## config.mk

```make
export PLATFORM = sky130hd
export DESIGN_NAME = binary_keyvalue_record_validator
export DESIGN_NICKNAME = d
export VERILOG_FILES = /design/src/bkvrv_pkg.sv /design/src/binary_keyvalue_record_validator.sv
export SDC_FILE = /design/constraint.sdc
export NUM_CORES = 1
export LEC_CHECK = 0
export BUFFER_PORTS_ARGS = -buffer_cell sky130_fd_sc_hd__buf_2
export CAP_MARGIN = 0
export CORE_MARGIN = 5
export CORE_UTILIZATION = 30
export DETAILED_ROUTE_END_ITERATION = 10
export GPL_TIMING_DRIVEN = 0
export PLACE_DENSITY = 0.55
export SLEW_MARGIN = 10
export SYNTH_ARGS = -nofsm -noshare
export SYNTH_HDL_FRONTEND = slang
export SYNTH_SLANG_ARGS = --single-unit
```

## constraint.sdc

```tcl
create_clock -name clk -period 5.59 [get_ports clk]
set_input_delay 0.2795 -clock clk [delete_from_list [all_inputs] [get_ports clk]]
set_output_delay 0.2795 -clock clk [all_outputs]
set_load 0.005 [all_outputs]
```

## src/bkvrv_pkg.sv

```systemverilog
package bkvrv_pkg;

    // Input item of one transfer.
    typedef struct packed {
        logic [7:0] data_byte;
        logic       no_byte;
        logic       last;
    } in_t;

    // Result item of one transfer.
    typedef struct packed {
        logic       record_start;
        logic [7:0] record_type;
        logic [5:0] nesting_level;
        logic       record_done;
        logic       done_res;
        logic       accepted;
        logic [3:0] error_code;
    } out_t;

    // Configuration register indexes.
    localparam logic [1:0] CFG_MAX_RECORDS   = 2'd0;
    localparam logic [1:0] CFG_MAX_DEPTH     = 2'd1;
    localparam logic [1:0] CFG_MAX_DOC_BYTES = 2'd2;

    // Register reset values.
    localparam logic [15:0] MAX_RECORDS_RST   = 16'd50000;
    localparam logic [5:0]  MAX_DEPTH_RST     = 6'd32;
    localparam logic [24:0] MAX_DOC_BYTES_RST = 25'h1000000;

    // Verdict codes.
    localparam logic [3:0] ERR_NONE        = 4'd0;
    localparam logic [3:0] ERR_EMPTY       = 4'd1;
    localparam logic [3:0] ERR_TOO_LARGE   = 4'd2;
    localparam logic [3:0] ERR_TOO_MANY    = 4'd3;
    localparam logic [3:0] ERR_TOO_DEEP    = 4'd4;
    localparam logic [3:0] ERR_END_MARKER  = 4'd5;
    localparam logic [3:0] ERR_BAD_TYPE    = 4'd6;
    localparam logic [3:0] ERR_UNTERM_STR  = 4'd7;
    localparam logic [3:0] ERR_TRUNC_VALUE = 4'd8;
    localparam logic [3:0] ERR_UNTERM_OBJ  = 4'd9;
    localparam logic [3:0] ERR_BAD_ROOT    = 4'd10;
    localparam logic [3:0] ERR_TRAILING    = 4'd11;

    // Record type markers.
    localparam logic [7:0] TYPE_OBJECT = 8'h00;
    localparam logic [7:0] TYPE_STRING = 8'h01;
    localparam logic [7:0] TYPE_INT32  = 8'h02;
    localparam logic [7:0] TYPE_FLOAT  = 8'h03;
    localparam logic [7:0] TYPE_PTR    = 8'h04;
    localparam logic [7:0] TYPE_COLOR  = 8'h06;
    localparam logic [7:0] TYPE_UINT64 = 8'h07;
    localparam logic [7:0] TYPE_INT64  = 8'h0a;
    localparam logic [7:0] TYPE_END    = 8'h08;

    // Counter limits and root key length.
    localparam logic [24:0] BYTE_COUNT_TOP = 25'h1FFFFFF;
    localparam logic [16:0] REC_COUNT_TOP  = 17'h1FFFF;
    localparam logic [3:0]  ROOT_LEN       = 4'd9;

    // Characters of the required root key "shortcuts".
    function automatic logic [7:0] root_char(input logic [3:0] pos);
        logic [7:0] c;
        case (pos)
            4'd0:    c = 8'h73;
            4'd1:    c = 8'h68;
            4'd2:    c = 8'h6f;
            4'd3:    c = 8'h72;
            4'd4:    c = 8'h74;
            4'd5:    c = 8'h63;
            4'd6:    c = 8'h75;
            4'd7:    c = 8'h74;
            4'd8:    c = 8'h73;
            default: c = 8'h00;
        endcase
        return c;
    endfunction

endpackage

```

## src/binary_keyvalue_record_validator.sv

```systemverilog
// Results are registered: in the result register, or the skid when stalled.
// Throughput: one byte per cycle while in_stall is low; state updates per byte.
// A two-entry output buffer (result register plus skid) absorbs output stalls.
// Reset (rst_n, asynchronous, active low) clears the parser and the output
// buffer and loads the default limits; no clearing pass is needed.
module binary_keyvalue_record_validator
    import bkvrv_pkg::*;
(
    input  logic        clk,
    input  logic        rst_n,
    input  logic        in_valid,
    output logic        in_stall,
    input  in_t         in_data,
    output logic        out_valid,
    input  logic        out_stall,
    output out_t        out_data,
    input  logic        cfg_valid,
    output logic        cfg_ready,
    input  logic [1:0]  cfg_index,
    input  logic [24:0] cfg_data
);

    typedef enum logic [2:0] {
        PH_ROOT,
        PH_KEY,
        PH_STR,
        PH_FIX,
        PH_BODY,
        PH_AFTER,
        PH_TAIL,
        PH_HALT
    } phase_t;

    // Limits.
    logic [15:0] max_records_reg;
    logic [5:0]  max_depth_reg;
    logic [24:0] max_doc_bytes_reg;

    // Parser state.
    phase_t      phase_reg, phase_next;
    logic [6:0]  open_depth_reg, open_depth_next;
    logic [3:0]  fixed_left_reg, fixed_left_next;
    logic [16:0] record_count_reg, record_count_next;
    logic [24:0] byte_count_reg, byte_count_next;
    logic [7:0]  current_type_reg, current_type_next;
    logic [3:0]  root_key_pos_reg, root_key_pos_next;
    logic        root_key_ok_reg, root_key_ok_next;
    logic [3:0]  first_error_reg, first_error_next;

    // Output buffer.
    logic        out_valid_reg;
    out_t        out_data_reg;
    logic        skid_valid_reg;
    out_t        skid_data_reg;

    out_t        result;
    logic        in_fire;
    logic        out_fire;

    assign in_stall  = skid_valid_reg;
    assign in_fire   = in_valid && !skid_valid_reg;
    assign out_valid = out_valid_reg;
    assign out_data  = out_data_reg;
    assign out_fire  = out_valid_reg && !out_stall;
    assign cfg_ready = 1'b1;

    // Parse one byte: next state and the result item.
    always_comb
    begin : step
        logic [7:0]  b;
        logic [3:0]  err;
        logic [3:0]  code;
        logic        do_begin;
        logic        do_value_end;
        logic        do_root_end;
        logic [3:0]  fl;
        logic [7:0]  otype;
        logic        rs;
        logic        rdone;

        b            = in_data.data_byte;
        err          = ERR_NONE;
        code         = ERR_NONE;
        do_begin     = 1'b0;
        do_value_end = 1'b0;
        do_root_end  = 1'b0;
        fl           = fixed_left_reg;
        rs           = 1'b0;
        rdone        = 1'b0;

        phase_next        = phase_reg;
        open_depth_next   = open_depth_reg;
        fixed_left_next   = fixed_left_reg;
        record_count_next = record_count_reg;
        byte_count_next   = byte_count_reg;
        current_type_next = current_type_reg;
        root_key_pos_next = root_key_pos_reg;
        root_key_ok_next  = root_key_ok_reg;
        first_error_next  = first_error_reg;

        if (!in_data.no_byte)
        begin
            if (byte_count_reg != BYTE_COUNT_TOP)
            begin
                byte_count_next = byte_count_reg + 25'd1;
            end

            case (phase_reg)
                PH_ROOT:
                begin
                    rs       = 1'b1;
                    do_begin = 1'b1;
                end
                PH_KEY:
                begin
                    if (b != 8'h00)
                    begin
                        // Match the root key character by character.
                        if (open_depth_reg == 7'd0)
                        begin
                            if (root_key_pos_reg < ROOT_LEN &&
                                b == root_char(root_key_pos_reg))
                            begin
                                root_key_pos_next = root_key_pos_reg + 4'd1;
                            end
                            else
                            begin
                                root_key_ok_next = 1'b0;
                            end
                        end
                    end
                    else
                    begin
                        if (open_depth_reg == 7'd0 && root_key_pos_reg != ROOT_LEN)
                        begin
                            root_key_ok_next = 1'b0;
                        end
                        if (current_type_reg == TYPE_OBJECT)
                        begin
                            open_depth_next = open_depth_reg + 7'd1;
                            phase_next      = PH_BODY;
                        end
                        else if (current_type_reg == TYPE_STRING)
                        begin
                            phase_next = PH_STR;
                        end
                        else
                        begin
                            fixed_left_next = (current_type_reg == TYPE_UINT64 ||
                                               current_type_reg == TYPE_INT64)
                                              ? 4'd8 : 4'd4;
                            phase_next      = PH_FIX;
                        end
                    end
                end
                PH_STR:
                begin
                    if (b == 8'h00)
                    begin
                        rdone        = 1'b1;
                        do_value_end = 1'b1;
                    end
                end
                PH_FIX:
                begin
                    if (fixed_left_reg != 4'd0)
                    begin
                        fl = fixed_left_reg - 4'd1;
                    end
                    fixed_left_next = fl;
                    if (fl == 4'd0)
                    begin
                        rdone        = 1'b1;
                        do_value_end = 1'b1;
                    end
                end
                PH_BODY:
                begin
                    if (b == TYPE_END)
                    begin
                        // Close the innermost object.
                        rdone = 1'b1;
                        if (open_depth_reg != 7'd0)
                        begin
                            open_depth_next = open_depth_reg - 7'd1;
                        end
                        current_type_next = TYPE_OBJECT;
                        if (open_depth_next == 7'd0)
                        begin
                            do_root_end = 1'b1;
                        end
                    end
                    else
                    begin
                        rs       = 1'b1;
                        do_begin = 1'b1;
                    end
                end
                PH_AFTER:
                begin
                    if (b == TYPE_END)
                    begin
                        phase_next = PH_TAIL;
                    end
                    else
                    begin
                        err = ERR_TRAILING;
                    end
                end
                PH_TAIL:
                begin
                    err = ERR_TRAILING;
                end
                default:
                begin
                end
            endcase

            // Start of a record: count it and check limits and type.
            if (do_begin)
            begin
                if (record_count_reg != REC_COUNT_TOP)
                begin
                    record_count_next = record_count_reg + 17'd1;
                end
                current_type_next = b;
                if (record_count_next > {1'b0, max_records_reg})
                begin
                    err = ERR_TOO_MANY;
                end
                else if (open_depth_reg > {1'b0, max_depth_reg})
                begin
                    err = ERR_TOO_DEEP;
                end
                else if (b == TYPE_END)
                begin
                    err = ERR_END_MARKER;
                end
                else if (!(b inside {TYPE_OBJECT, TYPE_STRING, TYPE_INT32, TYPE_FLOAT,
                                     TYPE_PTR, TYPE_COLOR, TYPE_UINT64, TYPE_INT64}))
                begin
                    err = ERR_BAD_TYPE;
                end
                else
                begin
                    if (open_depth_reg == 7'd0)
                    begin
                        root_key_pos_next = 4'd0;
                        root_key_ok_next  = (b == TYPE_OBJECT);
                    end
                    phase_next = PH_KEY;
                end
            end

            // End of a string or fixed value.
            if (do_value_end)
            begin
                if (open_depth_reg == 7'd0)
                begin
                    do_root_end = 1'b1;
                end
                else
                begin
                    phase_next = PH_BODY;
                end
            end

            // The root record is complete.
            if (do_root_end)
            begin
                if (!root_key_ok_reg)
                begin
                    err = ERR_BAD_ROOT;
                end
                else
                begin
                    phase_next = PH_AFTER;
                end
            end

            // Record the first error and stop parsing.
            if (err != ERR_NONE)
            begin
                if (first_error_reg == ERR_NONE)
                begin
                    first_error_next = err;
                end
                phase_next = PH_HALT;
            end
        end

        otype = current_type_next;
        if (rdone)
        begin
            current_type_next = TYPE_OBJECT;
        end

        // Verdict on the last item.
        if (in_data.last)
        begin
            if (byte_count_next == 25'd0)
            begin
                code = ERR_EMPTY;
            end
            else if (byte_count_next > max_doc_bytes_reg ||
                     byte_count_next == BYTE_COUNT_TOP)
            begin
                code = ERR_TOO_LARGE;
            end
            else if (first_error_next != ERR_NONE)
            begin
                code = first_error_next;
            end
            else if (phase_next == PH_KEY || phase_next == PH_STR)
            begin
                code = ERR_UNTERM_STR;
            end
            else if (phase_next == PH_FIX)
            begin
                code = ERR_TRUNC_VALUE;
            end
            else if (phase_next == PH_BODY)
            begin
                code = ERR_UNTERM_OBJ;
            end
            else
            begin
                code = ERR_NONE;
            end
        end

        result.record_start  = rs;
        result.record_type   = otype;
        result.nesting_level = open_depth_next[6] ? 6'd63 : open_depth_next[5:0];
        result.record_done   = rdone;
        result.done_res      = in_data.last;
        result.accepted      = in_data.last && (code == ERR_NONE);
        result.error_code    = code;

        // A finished document returns the parser to its reset state.
        if (in_data.last)
        begin
            phase_next        = PH_ROOT;
            open_depth_next   = 7'd0;
            fixed_left_next   = 4'd0;
            record_count_next = 17'd0;
            byte_count_next   = 25'd0;
            current_type_next = 8'd0;
            root_key_pos_next = 4'd0;
            root_key_ok_next  = 1'b1;
            first_error_next  = ERR_NONE;
        end
    end

    // State, limits and output buffer.
    always_ff @(posedge clk or negedge rst_n)
    begin
        if (!rst_n)
        begin
            max_records_reg   <= MAX_RECORDS_RST;
            max_depth_reg     <= MAX_DEPTH_RST;
            max_doc_bytes_reg <= MAX_DOC_BYTES_RST;
            phase_reg         <= PH_ROOT;
            open_depth_reg    <= 7'd0;
            fixed_left_reg    <= 4'd0;
            record_count_reg  <= 17'd0;
            byte_count_reg    <= 25'd0;
            current_type_reg  <= 8'd0;
            root_key_pos_reg  <= 4'd0;
            root_key_ok_reg   <= 1'b1;
            first_error_reg   <= ERR_NONE;
            out_valid_reg     <= 1'b0;
            out_data_reg      <= '0;
            skid_valid_reg    <= 1'b0;
            skid_data_reg     <= '0;
        end
        else
        begin
            // Configuration transfer.
            if (cfg_valid && cfg_ready)
            begin
                case (cfg_index)
                    CFG_MAX_RECORDS:   max_records_reg   <= cfg_data[15:0];
                    CFG_MAX_DEPTH:     max_depth_reg     <= cfg_data[5:0];
                    CFG_MAX_DOC_BYTES: max_doc_bytes_reg <= cfg_data;
                    default:
                    begin
                    end
                endcase
            end

            // Parser state advances on every input transfer.
            if (in_fire)
            begin
                phase_reg        <= phase_next;
                open_depth_reg   <= open_depth_next;
                fixed_left_reg   <= fixed_left_next;
                record_count_reg <= record_count_next;
                byte_count_reg   <= byte_count_next;
                current_type_reg <= current_type_next;
                root_key_pos_reg <= root_key_pos_next;
                root_key_ok_reg  <= root_key_ok_next;
                first_error_reg  <= first_error_next;
            end

            // Result register with skid stage behind it.
            if (skid_valid_reg)
            begin
                if (out_fire)
                begin
                    out_data_reg   <= skid_data_reg;
                    skid_valid_reg <= 1'b0;
                end
            end
            else if (in_fire)
            begin
                if (out_valid_reg && !out_fire)
                begin
                    skid_data_reg  <= result;
                    skid_valid_reg <= 1'b1;
                end
                else
                begin
                    out_data_reg  <= result;
                    out_valid_reg <= 1'b1;
                end
            end
            else if (out_fire)
            begin
                out_valid_reg <= 1'b0;
            end
        end
    end

endmodule

```

======== Yosys cells after proc, flatten, opt, wreduce, memory -nomap -nowiden ========
Memories as Yosys holds them, arrays and structs flattened.
Cells that the tools add are included.
word-level totals
  register bits after elaboration ......... 166
  memory bits (read-only) ................. 112
  input bits .............................. 42
  output and inout bits ................... 25
  word-level logic and storage cells ...... 247
  memories kept ........................... 1
operators by class
  add/subtract/negate cells ............... 6
  magnitude comparators ................... 4
  equal/unequal tests ..................... 35
  muxes and demuxes ....................... 131
  bitwise gates (word level) .............. 1
  reductions and logical operators ........ 41
memories
  memory           depth  bits a word  rd ports  clocked after memory_dff  write ports  RTL line         RTL
  (no name shown)  16     7            1         0                         0            bkvrv_pkg.sv:64  case (pos)
operators with widths
  operator                                                         number
  4-bit 2-to-1 mux                                                 41
  17-bit 2-to-1 mux                                                6
  22-bit 2-to-1 mux                                                4
  8-bit 2-to-1 mux                                                 10
  25-bit 2-to-1 mux                                                3
  7-bit 2-to-1 mux                                                 9
  3-bit 2-to-1 mux                                                 15
  1-bit 2-to-1 mux                                                 35
  8-bit by 3-bit == test with 1-bit output, second input constant  4
  25-bit by 1-bit adder with 25-bit output, second input constant  1
  25-bit == test, second input constant                            1
  25-bit > comparator                                              1
  25-bit logical NOT                                               1
  25-bit inequality test, second input constant                    1
  8-bit by 4-bit == test with 1-bit output, second input constant  3
  17-bit by 1-bit adder with 17-bit output, second input constant  1
  17-bit by 16-bit > comparator with 1-bit output                  1
  17-bit inequality test, second input constant                    1
  8-bit by 1-bit == test with 1-bit output, second input constant  2
  8-bit by 2-bit == test with 1-bit output, second input constant  2
  8-bit logical NOT                                                2
  4-bit case mux with 2 select lines                               2
  8-bit nonzero test                                               2
  7-bit logical NOT                                                2
  35 further kinds                                                 68

======== Longest topological paths before layout ========
Gate-level depths: netlist (run 1).
  depth after elaboration ................. 30
  gate-level depth with buffers ........... 23
  gate-level depth less buffers ........... 22

======== Least setup slack after synthesis (run 1) ========
Ideal clock, no wire load.
  kind .................................... reg2reg
  start ................................... register record_count_reg[0]
  end ..................................... register out_data_reg, in the netlist out_data[3]
  library setup time ...................... 92 ps
  arrival time ............................ 5,032 ps
  data required time ...................... 5,498 ps
  slack ................................... 466 ps
  cell stages (with the launch flop) ...... 24
  buffers on the path ..................... 1
  clock period less this slack ............ 5,124 ps
  path through ............................ dfrtp_1 -> ha_1 -> nand3_1 -> nor3_1 -> nand2_1 -> nand4_1 -> nor2_1 -> and3_1 -> and3_1 -> clkbuf_1 -> nand3_1 -> xnor2_1 -> ha_1 -> nand4_1 -> or4_1 -> a311oi_1 -> o21ai_1 -> a21oi_1 -> a32oi_4 -> or3_1 -> or2_0 -> a21oi_1 -> o31ai_1 -> o31ai_2
on the way
  longest elaborated chain between the ends .. 24
  elaborated cells between the ends (all ways) .. 39
  classes of those cells .................. add/sub (1); order compare (1); eq/ne (5); mux (29); reduce/logical (3)
ends and longest elaborated chain
  what                                                                                RTL line                                                                          RTL
  from (decl)                                                                         binary_keyvalue_record_validator.sv:43                                            logic [16:0] record_count_reg, record_count_next;
  from (signal assigned)                                                              binary_keyvalue_record_validator.sv:398                                           record_count_reg <= record_count_next;
  17-bit by 1-bit adder with 17-bit output or 17-bit inequality test (tied branches)  binary_keyvalue_record_validator.sv:224, binary_keyvalue_record_validator.sv:222
  17-bit 2-to-1 mux (*)                                                               binary_keyvalue_record_validator.sv:222                                           if (record_count_reg != REC_COUNT_TOP)
  17-bit 2-to-1 mux (*)                                                               binary_keyvalue_record_validator.sv:220                                           if (do_begin)
  17-bit 2-to-1 mux (*)                                                               binary_keyvalue_record_validator.sv:101                                           if (!in_data.no_byte)
  17-bit by 16-bit > comparator with 1-bit output (*)                                 binary_keyvalue_record_validator.sv:227                                           if (record_count_next > {1'b0, max_records_reg})
  4-bit 2-to-1 mux or 3-bit 2-to-1 mux (tied branches)                                binary_keyvalue_record_validator.sv:227
  4-bit 2-to-1 mux or 3-bit 2-to-1 mux (tied branches)                                binary_keyvalue_record_validator.sv:220
  4-bit 2-to-1 mux or 3-bit 2-to-1 mux (tied branches)                                binary_keyvalue_record_validator.sv:271, binary_keyvalue_record_validator.sv:258
  [... 8 more ...]                                                                    -
  4-bit 2-to-1 mux                                                                    binary_keyvalue_record_validator.sv:314                                           else if (phase_next == PH_KEY || phase_next == PH_STR)
  4-bit 2-to-1 mux (*)                                                                binary_keyvalue_record_validator.sv:310                                           else if (first_error_next != ERR_NONE)
  4-bit 2-to-1 mux (*)                                                                binary_keyvalue_record_validator.sv:305                                           else if (byte_count_next > max_doc_bytes_reg ||
  4-bit 2-to-1 mux (*)                                                                binary_keyvalue_record_validator.sv:301                                           if (byte_count_next == 25'd0)
  4-bit 2-to-1 mux (*)                                                                binary_keyvalue_record_validator.sv:299                                           if (in_data.last)
  22-bit 2-to-1 mux (*)                                                               binary_keyvalue_record_validator.sv:417                                           if (out_valid_reg && !out_fire)
  22-bit 2-to-1 mux (*)                                                               binary_keyvalue_record_validator.sv:415                                           else if (in_fire)
  22-bit 2-to-1 mux (*)                                                               binary_keyvalue_record_validator.sv:407                                           if (skid_valid_reg)
  to (signal assigned)                                                                binary_keyvalue_record_validator.sv:411                                           out_data_reg <= skid_data_reg;
  to (signal assigned)                                                                binary_keyvalue_record_validator.sv:424                                           out_data_reg <= result;
  to (decl)                                                                           binary_keyvalue_record_validator.sv:52                                            out_t out_data_reg;
Every way passes the cells marked *; elsewhere a longest branch is shown, timed or not. The select of a mux whose other input is x is not followed.
A chain may end at the register's enable or synchronous reset.

======== Final worst setup path (run 1) ========
  start ................................... register record_count_reg[3]
  end ..................................... register out_data_reg, in the netlist out_data[3]
Same word-level chain as after synthesis.

==> impl_metrics.toml, run 1 <==
[clock_tree]
clk_path_buf_depth = 2
clk_pin_slew_ns = 0.06
cts-root-buf = "clkbuf_16"
clock_latency_ns = 0.44
cts_made_buffers = 17
cts.htree.levels = 4
clock_sinks = 166
tritoncts = "built"

[global_route]
grt_max_degree = 63
antenna_found_initial = 1
grt_pass1_wl_um = 54910
grt.overflow.total = 0
gr-usage-all-layers_pct = 16.72
grt_pass1_vias = 9897

[sta]
fin_crit_sh_pct = 95.74
maxSlewViolCount = 0
finalHoldViolations = 0
worst_slew_pin_slew_ns = 1.024
max-slew-margin-rel_pct = 30.86
layout_setup_ws_ns = 0.2381
clock_skew_ns = 0.01328
max_clock_freq_mhz = 186.8
setup_viol = 0
period_needed_ns = 5.352

[logic_synthesis]
synth_seq_cells = 166
ys_seq_area_share_pct = 37.54
avgSynthCellArea_um2 = 8.621
syn-instance-count = 1287
synth-async-reset-ratio_pct = 100.0
synthesis.area_mm2 = 0.01110
synth_edf_count = 0
synth_commonest_cells = "dfrtp_1, nand2_1, o21ai_0, nor2_1, a21oi_1"
syn_nets = 1388
synth_cell_types = 89
synth_area_leaders = "dfrtp_1, ha_1, o21ai_0"
synth.largest_area_cell = "dfrtp_1"
ys.flop_type = "dfrtp_1"
synth_warnings = 0
yosysTopAreaCellShare_pct = 35.41

[placed_design]
placedCellCount = 1821
place_ws_ns = -0.7243
place.gp.congestion = 0.9624
io_buffers = 64
dp_hpwl_um = 25960

[routing]
wl_per_cell_um = 18.24
drcViolationCount = 0
viasPerCell = 5.340
wl_um = 33870
antenna_left = 0
dr.pass1.iters = 5
dr.first_iter.drc_count = 719
vias = 9917

[floorplan]
initial_core_util_pct = 30.38
die_h_um = 202.3
die_w_um = 202.3
coreArea_mm2 = 0.03652
ios = 67
fp-row-count = 70
die-area_mm2 = 0.04093

[setup_path]
crit_top_cell = "nand4_1"
reg2reg_depth = 23
slowest_delay_ns = 0.53
cp.required_ns = 5.93
crit_path_start_kind = "register"
cp.arrival_ns = 5.70
critPathBufInv = 2
rrSetupSlack_ns = 0.24
crit_chain = "nand4_1 > buf_4 > nor3_4 > nand2_1 > nand4_1 > nor2_2 > and3_2 > and3_4 > and3_1 > xor2_1 > ha_1 > nand4_1 > or4_4 > a311oi_4 > buf_4 > o21ai_2 > a21oi_2 > a32oi_4 > or3_1 > or2_0 > a21oi_1 > o31ai_1 > o31ai_2"
worst_r2r_endpoint = "out_data[3]"
cp_top_family = "simple AND/OR/NAND/NOR gates"
slowest_stage = "or4_4"
path_class = "reg2reg"
path_max_fanout = 7
regToRegStartpoint = "record_count_reg[3]"
worstSetupEndpointType = "register"

[finish]
antenna_cells = 0
area_growth_pct = 15.72
final_cells = 1857
finalNetCount = 1478
nFillCells = 3779
drive_above_1_share_pct = 15.12

[worst_hold_path]
hold_end = "max_records_reg[11]"
hold_path_depth = 3
min_path_type = "in2reg"
min_from = "cfg_data[11]"

[job]
drv_cap = 0

[run_status]
outcome = "finished clean"

[power_and_ir_drop]
power_density_mw_per_mm2 = 340.6
p_total_mw = 4.373
vdd.ir_drop.worst_v = 0.0001568
leakagePower_nw = 5.643
==> cell families after synthesis <==
group | synth area share, %
AOI/OAI and AO/OA | 22.01
xor gates and xnor gates | 3.473
adders and majority gates | 6.653
buffers and inverters | 5.097
DFF | 37.54
muxes | 4.995
other | 0.03380
and+or+nand+nor | 20.20
==> power by group <==
part	switching [mW]	internal (mW)
sequential	0.155	1.44
clock	0.491	0.717
combinational	0.982	0.582
==> per-layer routing <==
layer  vias to the layer above  share of wire, %  global-route usage, %
li1                       4851                 -                      -
met1                      4826                45                  21.90
met2                       195                48                  28.15
met3                        43               4.1                  3.193
met4                         2               2.5                  4.995
met5                         -             0.021                      0
==> worst max-delay path by stage <==
stage | startpoint | end | slack [ns] | depth (start not counted)
after floorplan | record_count_reg[0] | out_data[3] | 0.47 | 23
after global placement | record_count_reg[0] | out_data[1] | -0.71 | 23
after detailed placement | record_count_reg[0] | out_data[1] | -0.72 | 23
after CTS | record_count_reg[0] | out_data[4] | 0.02 | 19
after global routing | byte_count_reg[13] | out_data[4] | -0.006 | 20
final | record_count_reg[3] | out_data[3] | 0.24 | 23
==> worst register-to-register path, cell delays in order, from the launching register on <==
cell	delay, ns
dfrtp_1	0.45
nand4_1	0.10
buf_4	0.17
nor3_4	0.22
nand2_1	0.11
nand4_1	0.15
nor2_2	0.07
and3_2	0.24
and3_4	0.21
and3_1	0.20
xor2_1	0.17
ha_1	0.30
nand4_1	0.10
or4_4	0.53
a311oi_4	0.40
buf_4	0.18
o21ai_2	0.10
a21oi_2	0.24
a32oi_4	0.17
or3_1	0.41
or2_0	0.20
a21oi_1	0.17
o31ai_1	0.13
o31ai_2	0.24
==> per-stage QoR <==
| stage | area [um2] | hold slack (ns) | utilization [%] | TNS, ns |
|---|---|---|---|---|
| after floorplan | 11100 | -0.01609 | - | 0 |
| after global placement | 12000 | 0.4542 | 32.86 | -6.566 |
| after global routing | 12840 | 0.05115 | 35.16 | -0.006310 |
| after CTS | 12750 | 0.04977 | 34.90 | 0 |
| final | 12840 | 0.06553 | 35.16 | 0 |
| after detailed placement | 12070 | 0.2134 | 33.04 | -6.826 |
==> timing repair <==
item                       CTS  global route
cloned                       0             0
pin swaps                    2             9
hold endpoints to repair    47             0
gates resized for setup     10            20
setup endpoints to repair   14            10
hold buffers                 1             0
setup buffers                3             3
==> placed cells by master, fill, tap and decap left out, drive strengths merged, types with 4 or more instances in the layout <==
master and instances:
o21a 7, inv 68, a211oi 8, nor2b 17, o2111ai 5, a21o 11, o21ai 144, and3 18
buf 91, nor2 84, nor4 13, mux2 43, clkbuf 79, mux2i 7, nand4 30, dfstp 9
ha 59, or4 10, xnor2 28, and2 9, dfrtp 157, a22oi 7, or2 4, xor2 16
o31ai 22, o22ai 10, a22o 21, a211o 4, a311oi 4, o41ai 4, nand3 34, o2111a 4
and4 7, or3 6, a31oi 15, o31a 4, nor3 29, a21oi 70, nand2 157, nand2b 18
==> cell type report <==
cell class	count	area [um2]	area share (%)
Multi-Input combinational cell	978	6489	50.54
Sequential cell	166	4167	32.45
Tap cell	468	585.6	4.561
Clock buffer	25	505.5	3.937
Timing Repair Buffer	73	440.4	3.430
Buffer	73	307.8	2.397
Inverter	68	255.2	1.988
Clock inverter	6	90.09	0.7016
No activity file was read; power rests on OpenSTA's default activity.
==> inputs of run 2 (changes only) <==
--- a/config.mk
+++ b/config.mk
@@ -5,6 +5,7 @@
 export SDC_FILE = /design/constraint.sdc
 export NUM_CORES = 1
 export LEC_CHECK = 0
+export ABC_AREA = 1
 export BUFFER_PORTS_ARGS = -buffer_cell sky130_fd_sc_hd__buf_2
 export CAP_MARGIN = 0
 export CORE_MARGIN = 5
@@ -12,6 +13,7 @@
 export DETAILED_ROUTE_END_ITERATION = 10
 export GPL_TIMING_DRIVEN = 0
 export PLACE_DENSITY = 0.55
+export SETUP_SLACK_MARGIN = 0.02
 export SLEW_MARGIN = 10
 export SYNTH_ARGS = -nofsm -noshare
 export SYNTH_HDL_FRONTEND = slang
==> impl_metrics.toml, run 2 <==
[run_status]
outcome = "finished clean"

[logic_synthesis]
ys_seq_area_share_pct = 38.25
synth-async-reset-ratio_pct = 100.0
synth_warnings = 0
synth_most_common_cell = "nand2_1"
synth_edf_count = 0
syn_nets = 1594
yosys.area_share.adder_pct = 6.779
synth_area_leaders = "dfrtp_1, nand2_1, inv_1"
synth.largest_area_cell = "dfrtp_1"
avgSynthCellArea_um2 = 7.293
synth_compound_area_share_pct = 16.80
synthesis.area_mm2 = 0.01089
syn-instance-count = 1493
synth_seq_cells = 166
muxShareOfSynthArea_pct = 0
yosysTopAreaCellShare_pct = 36.08
synthXorXnorAreaFrac_pct = 3.045
synth_commonest_cells = "nand2_1, inv_1, dfrtp_1, o21ai_0, nor2_1"
synth_cell_types = 54
synth-simple-area-share_pct = 24.20
synth_top_family_by_area = "simple AND/OR/NAND/NOR gates"
ys.flop_type = "dfrtp_1"

[global_route]
met3_usage_pct = 2.795
grt.overflow.total = 0
gr-usage-all-layers_pct = 15.39
grt_busiest_layer = "met2"
grt_pass1_vias = 10000
antenna_found_initial = 0
grt_pass1_wl_um = 51340
grt_max_degree = 65
met2_usage_pct = 24.63
globalRouteMet1Util_pct = 21.55

[power_and_ir_drop]
p_sw_share_pct = 42.78
pwr-share-seq_pct = 32.8
power_switching_mw = 2.250
intPower_mw = 3.010
p_total_mw = 5.261
leakagePower_nw = 6.025
clockPowerShare_pct = 23.9
pwr-share-comb_pct = 43.3
power_density_mw_per_mm2 = 421.7
vdd.ir_drop.worst_v = 0.0002870

[sta]
period_needed_ns = 4.446
grt_setup_unrepaired = "no"
max-slew-margin-rel_pct = 48.53
max_clock_freq_mhz = 224.9
worst_slew_pin_slew_ns = 0.7639
finalSetupTns_ns = 0
finalHoldViolations = 0
clock_skew_ns = 0.01083
setup_viol = 0
fin_crit_sh_pct = 79.54
maxSlewViolCount = 0

[finish]
layout_commonest_cell = "nand2_1"
finalNetCount = 1681
area_growth_pct = 14.57
nFillCells = 3882
antenna_cells = 0
regArea_mm2 = 0.004165
final_cell_mix = "nand2_1, inv_1, dfrtp_1, o21ai_0, nor2_1"
fin_area_mm2 = 0.01248
drive_above_1_share_pct = 10.23
multi_input_area_mm2 = 0.005538

[placed_design]
place.gp.congestion = 0.9357
dp_hpwl_um = 24010
placed_cell_area_mm2 = 0.01186
io_buffers = 65

[clock_tree]
cts.htree.levels = 4
ctsResizeCount = 0
clock_sinks = 166
cts-root-buf = "clkbuf_16"
tritoncts = "built"
cts_made_buffers = 17
clk_path_buf_depth = 2
clock_latency_ns = 0.45
clk_pin_slew_ns = 0.07

[floorplan]
die_w_um = 200.5
coreArea_mm2 = 0.03574
initial_core_util_pct = 30.47
die-area_mm2 = 0.04021
fp-row-count = 69
ios = 67
die_h_um = 200.5

[routing]
dr.first_iter.drc_count = 802
vias = 10130
antenna_left = 0
wl_um = 31060
dr.pass1.iters = 5
wl_per_cell_um = 15.12
viasPerCell = 4.931
drcViolationCount = 0

[setup_path]
crit_top_cell = "nand3_1"
critPathLaunch = "record_count_reg[0]"
cp.arrival_ns = 4.84
path_class = "reg2reg"
cp.required_ns = 5.98
slowest_stage = "dfrtp_1"
slowest_delay_ns = 0.40
regToRegStartpoint = "record_count_reg[0]"
crit_path_start_kind = "register"
path_max_fanout = 5
worstSetupEndpointType = "register"

[worst_hold_path]
min_from = "cfg_data[24]"
min_path_type = "in2reg"

[job]
drv_cap = 0
[run 2: changes by cell type after synthesis, moves of 19 or more]
cell	previous run	this run
a22o_1	21	0
nor2_1	83	110
inv_1	67	250
nand2_1	157	307
o22ai_1	10	58
clkbuf_1	55	36
xor2_1	16	35
xnor2_1	28	1
mux2_2	43	0
nand3_1	33	93
[run 2: final timing paths]
kind                       slack [ns]               endpoint  depth (start not counted)
max                              1.14            out_data[4]                         29
min                              0.06  max_doc_bytes_reg[24]                          3
max reg2reg                      1.14            out_data[4]                         29
min reg2reg                      0.47            out_data[7]                          2
max in group asynchronous        4.61      byte_count_reg[4]                          3
min in group asynchronous        0.31   record_count_reg[13]                          2
[run 2: power groups by stage]
stage / Sequential [mW] / Combinational, mW / Clock (mW)
floorplan: 1.70 / 1.62 / 0
global placement: 1.74 / 2.22 / 0
detailed placement: 1.74 / 2.26 / 0
CTS: 1.72 / 2.28 / 1.29
global route: 1.77 / 2.61 / 1.34
finish: 1.73 / 2.28 / 1.26
[run 2: final cells by class]
cell class | count | share of cell area [%]
repair buffers | 68 | 3.209
clock inverters | 11 | 1.193
well taps | 461 | 4.623
multi-input cells | 1022 | 44.39
inverters | 256 | 7.702
plain buffers | 49 | 1.805
clock buffers | 21 | 3.691
flip-flops and latches | 166 | 33.39
[run 2: cell families after synthesis]
family	count (synthesis)
buffers and inverters	305
AND/OR/NAND/NOR	599
other	1
adder cells (fa/ha/maj)	59
XOR/XNOR	37
AO/OA/AOI/OAI	326
flip-flops	166
[run 2: metal layers]
metal,vias up,share of wire (%)
li1,5081,-
met1,4774,48
met2,242,46
met3,31,5.2
met4,0,1.3
met5,-,0
[run 2: per-stage QoR]
stage | instances | hold slack (ns) | util [%] | worst slack [ns]
final | 2054 | 0.06333 | 34.91 | 1.144
after global routing | 2054 | 0.06993 | 34.91 | 0.5410
after CTS | 2054 | 0.04721 | 34.91 | 1.128
after detailed placement | 2021 | 0.2130 | 33.17 | 1.155
after global placement | 2019 | 0.4575 | 32.99 | 1.202
after floorplan | 1493 | -0.01609 | - | 1.945
[run 2: repair_timing]
action,CTS,global route
buffers inserted,0,0
hold buffers,1,0
endpoints found under the hold margin,36,0
[run 2: worst max-delay path: cells and delay by family, from the launching register on]
family	cells	cell delay, ns
XOR/XNOR	1	0.20
AND/OR/NAND/NOR	20	2.46
adder cells (fa/ha/maj)	2	0.55
buffers and inverters	3	0.25
AO/OA/AOI/OAI	3	0.51
flip-flops	1	0.40
